==> src/fmeq_pkg.sv <==
`default_nettype none

package fmeq_pkg;

  localparam logic CMD_DELIVER = 1'b0;
  localparam logic CMD_TAKE    = 1'b1;

  localparam logic [2:0] ST_TAKEN     = 3'd0;
  localparam logic [2:0] ST_NO_MATCH  = 3'd1;
  localparam logic [2:0] ST_MISSING   = 3'd2;
  localparam logic [2:0] ST_DELIVERED = 3'd3;
  localparam logic [2:0] ST_FULL      = 3'd4;

  typedef struct packed {
    logic               cmd;
    logic [1:0]         match_mode;
    logic [3:0]         item_type;
    logic signed [31:0] item_value;
    logic signed [31:0] min_value;
    logic signed [31:0] max_value;
    logic               has_type;
    logic               has_min;
    logic               has_max;
  } req_t;

  typedef struct packed {
    logic [2:0]         status;
    logic [3:0]         out_type;
    logic signed [31:0] out_value;
    logic               not_empty;
  } rsp_t;

  typedef struct packed {
    logic capture;
    logic commit;
    logic take;
  } cell_ctl_t;

  typedef enum logic [1:0] {
    S_IDLE,
    S_MATCH,
    S_PICK
  } state_t;

endpackage

`default_nettype wire

==> src/fmeq_cell.sv <==
`default_nettype none

module fmeq_cell
  import fmeq_pkg::*;
#(
  parameter int TYPE_BITS  = 4,
  parameter int VALUE_BITS = 32,
  parameter int CNT_BITS   = 7,
  parameter int INDEX      = 0
) (
  input  wire logic                         clk,
  input  wire logic                         rst,
  input  wire cell_ctl_t                    ctl,
  input  wire logic [CNT_BITS-1:0]          count,
  input  wire logic                         prefix,
  input  wire logic [1:0]                   mode,
  input  wire logic [TYPE_BITS-1:0]         want_type,
  input  wire logic signed [VALUE_BITS-1:0] new_value,
  input  wire logic signed [VALUE_BITS-1:0] lo,
  input  wire logic signed [VALUE_BITS-1:0] hi,
  input  wire logic [TYPE_BITS-1:0]         nb_type,
  input  wire logic signed [VALUE_BITS-1:0] nb_value,
  output logic [TYPE_BITS-1:0]              entry_type,
  output logic signed [VALUE_BITS-1:0]      entry_value,
  output logic                              match
);

  localparam logic [CNT_BITS-1:0] MY_INDEX = CNT_BITS'(INDEX);

  logic occupied;
  logic type_ok;
  logic win_ok;

  assign occupied = MY_INDEX < count;
  assign type_ok  = !mode[1] || (entry_type == want_type);
  assign win_ok   = !mode[0] || ((entry_value >= lo) && (entry_value <= hi));

  always_ff @(posedge clk) begin
    if (rst) begin
      match <= 1'b0;
    end else if (ctl.capture) begin
      match <= occupied && type_ok && win_ok;
    end
  end

  always_ff @(posedge clk) begin
    if (ctl.commit && ctl.take && prefix) begin
      entry_type  <= nb_type;
      entry_value <= nb_value;
    end else if (ctl.commit && !ctl.take && (count == MY_INDEX)) begin
      entry_type  <= want_type;
      entry_value <= new_value;
    end
  end

endmodule

`default_nettype wire

==> config.mk <==
export PLATFORM = sky130hd
export DESIGN_NAME = fmeq_cell
export DESIGN_NICKNAME = d
export VERILOG_FILES = /design/src/fmeq_pkg.sv /design/src/fmeq_cell.sv
export SDC_FILE = /design/constraint.sdc
export NUM_CORES = 1
export LEC_CHECK = 0
export BUFFER_PORTS_ARGS = -buffer_cell sky130_fd_sc_hd__buf_2
export CORE_ASPECT_RATIO = 1.5
export CORE_MARGIN = 2
export CORE_UTILIZATION = 45
export CTS_CLUSTER_SIZE = 14
export DETAILED_ROUTE_END_ITERATION = 10
export PLACE_DENSITY = 0.82
export SETUP_SLACK_MARGIN = 0.1
export SLEW_MARGIN = 5
export SYNTH_ARGS = -nofsm -noshare
export SYNTH_HDL_FRONTEND = slang
export SYNTH_SLANG_ARGS = --single-unit
==> constraint.sdc <==
create_clock -name clk -period 4.1 [get_ports clk]
set_clock_uncertainty 0.05 [all_clocks]
set_input_delay 0.41 -clock clk [delete_from_list [all_inputs] [get_ports clk]]
set_output_delay 0.41 -clock clk [all_outputs]
set_load 0.1 [all_outputs]
==> results by group <==
Detailed routing
  – Vias/cell: 5.202
  – Initial DRC count: 99
  – Routed WL: 8735 um
  – DR WL/cell: 14.73 um
  – ANT nets after route: 0
  – DR vias: 3085
  – DRC: 0
  – DR pass1 iterations: 7

Power and ir drop
  – Worst VDD drop: 0.1718 mV
  – Internal power: 0.7145 mW
  – Switching share of power: 0.3648
  – Power per cell area: 256.7 nW/um^2
  – P_sw: 0.4104 mW
  – Seq pwr share: 0.405
  – Clock share of power: 0.217
  – Leakage: 2.320 nW
  – Logic pwr share: 0.378

Layout
  – Diode count: 0
  – NumNets Final: 727
  – Syn-to-layout area delta: 34.28%
  – Most frequent cells in the layout: buf_2 (187), inv_1 (65), ha_1 (64)
  – Finished Cell Area: 4382 sq um
  – Layout cell share with drive strength beyond 1: 0.4581
  – Core Util, Final: 0.6144
  – Most common library cell in the layout ignoring fill and taps: buf_2

Logic synthesis
  – Synth warn: 0
  – Share of the synthesized area in the top cell type: 0.3313
  – Avg Synthesized Cell Area: 10.17 sq um
  – Post-Syn Instances: 321
  – Netlist cell types: 33
  – Post-synthesis sequential area ratio: 0.3374
  – Largest cells by area after synthesis: edfxtp_1 (33%), ha_1 (25%), mux2_2 (12%)
  – Post-synth top area cell: edfxtp_1
  – Area of the mapped netlist: 3263 sq um
  – Synthesized flop and latch total: 37
  – Post-Syn Nets: 536

Floorplanning
  – Initial Utilization: 0.4575
  – Total die area: 7963 sq um
  – Horiz. Die Dim: 73.53 um
  – Io pins: 188
  – Total core area: 7132 sq um
  – Row Count: 38
  – DIE HEIGHT: 108.3 um

Worst hold path
  – WHS Path Cells: 3
  – Worst hold endpoint: match
  – Worst min-delay path category: in -> reg
  – Worst Hold Launch: rst

Critical path
  – Crit path max fanout: 37
  – Logic depth of the worst register-to-register path: 8
  – CP endpoint kind: register
  – Reg-to-reg endpoint: match
  – Worst Path Required: 3.95 ns
  – Critical path launch point: ctl[1]
  – Worst Setup Start Kind: input port
  – Worst setup path class: in -> reg
  – Flop2flop setup slack: 1.96 ns
  – CP arrival: 2.06 ns
  – R2R Path Start: entry_value[5]

STA
  – Final period utilization: 0.5394
  – Fmax: 452.2 MHz
  – Hold Vio Cnt, Final: 0
  – Setup violators final: 0
  – Fin crit period: 2.211 ns
  – Final setup margin: 1.889 ns
  – Least-Margin Pin Slew: 1.143 ns
  – Max Slew Vio Count: 0
  – Slew HR: 0.2350
  – RSZ-0062 raised after global routing: false
  – Setup TNS: 0 ns

Clock network
  – CTS Buf Count: 5
  – Clk pin slew, worst setup/hold paths: 0.07 ns
  – H-Tree Depth: 2
  – Max clock buf depth: 2
  – Clock Latency Late Sink: 0.28 ns
  – Cts hold-fix bufs: 0
  – Post_cts resized: 0
  – CTS sink cnt: 37
  – CTS tree: built
  – Postcts setup bufs: 0
  – Root Buffer Master: clkbuf_8

Global route
  – Pin count of the biggest net entering global routing: 38
  – Number of global-route vias before repair: 3102
  – Grt total ovfl: 0
  – Gr usage total: 0.2142
  – Global-route wire length before repair: 13050 um
  – Initial antenna violation count: 0

Place
  – DP Worst Slack: 1.526 ns
  – GPL Wtd Cong: 0.9032
  – Port bufs: 187
  – Area after DPL: 4302 sq um
  – Post-DP HPWL: 7483 um

Flow run
  – Max Cap Viol: 0

Outcome
  – Status: finished, final reports clean
power by group through the flow:
stage | Combinational, mW | Clock (mW) | Sequential (mW)
after global placement | 0.412 | 0 | 0.463
final | 0.425 | 0.244 | 0.456
after CTS | 0.428 | 0.252 | 0.456
after floorplan | 0.156 | 0 | 0.598
after detailed placement | 0.426 | 0 | 0.464
after global routing | 0.462 | 0.266 | 0.458
flip-flops by register name, indices dropped and copies added, names as in the netlist:
| name | count |
|---|---|
| entry_value | 32 |
| match | 1 |
| entry_type | 4 |
metrics by stage:
| step | total power [mW] | hold slack, ns | instances |
|---|---|---|---|
| finish | 1.125 | 0.3455 | 593 |
| global route | 1.186 | 0.3459 | 593 |
| CTS | 1.135 | 0.3410 | 593 |
| detailed placement | 0.8900 | 0.5578 | 585 |
| global placement | 0.8758 | 0.5393 | 585 |
| floorplan | 0.7536 | 0.5162 | 321 |
worst max-delay path by stage:
stage	to	slack [ns]	cells after the start
final	entry_value[15]	1.89	3
after global routing	entry_value[29]	1.69	3
after CTS	entry_value[15]	1.87	3
after detailed placement	entry_value[28]	1.53	3
after global placement	entry_value[10]	1.64	3
after floorplan	entry_type[0]	0.24	3
cell families after synthesis:
| kind of cell | after synthesis | share of synthesized area |
|---|---|---|
| fa+ha+maj | 64 | 0.2454 |
| xor+xnor | 6 | 0.01610 |
| mux | 36 | 0.1242 |
| buf+inv | 68 | 0.07899 |
| simple gates | 53 | 0.08742 |
| flops | 37 | 0.3374 |
| compound gates | 57 | 0.1104 |
area by class of cell:
class | count | area [sq um]
fillers | 567 | 2750
multi-input cells | 216 | 1921
flip-flops and latches | 37 | 1101
repair buffers | 187 | 935.9
inverters | 65 | 244.0
well taps | 80 | 100.1
clock buffers | 8 | 80.08
Yosys cell counts, drive strengths merged:
library cell and n:
nor3 4, buf 2, xnor2 1, a21o 3, nand2b 2, nor2b 2
nand4 15, a22oi 1, nand3 7, a221oi 3, inv 65, a21bo 1
o21ai 9, a211oi 1, xor2 5, nor4 4, ha 64, and4 2
nor2 2, o211ai 6, clkbuf 1, a2111o 1, nand2 15, a21oi 30
edfxtp 36, mux2 36, a31oi 1, dfxtp 1, o41ai 1
metal layers:
| layer | GRT usage | vias to the layer above | wire [um] |
|---|---|---|---|
| met5 | 0 | - | 0 |
| met4 | 0.1052 | 0 | 312 |
| met3 | 0.03169 | 25 | 496 |
| met2 | 0.4203 | 135 | 4834 |
| met1 | 0.2069 | 1375 | 3092 |
| li1 | - | 1550 | - |
critical path, cell delays in order:
cell	delay (ns)
buf_2	0.10
nand3_2	0.72
o21ai_4	0.81
Note: power is estimated with default switching activity, not from simulation.
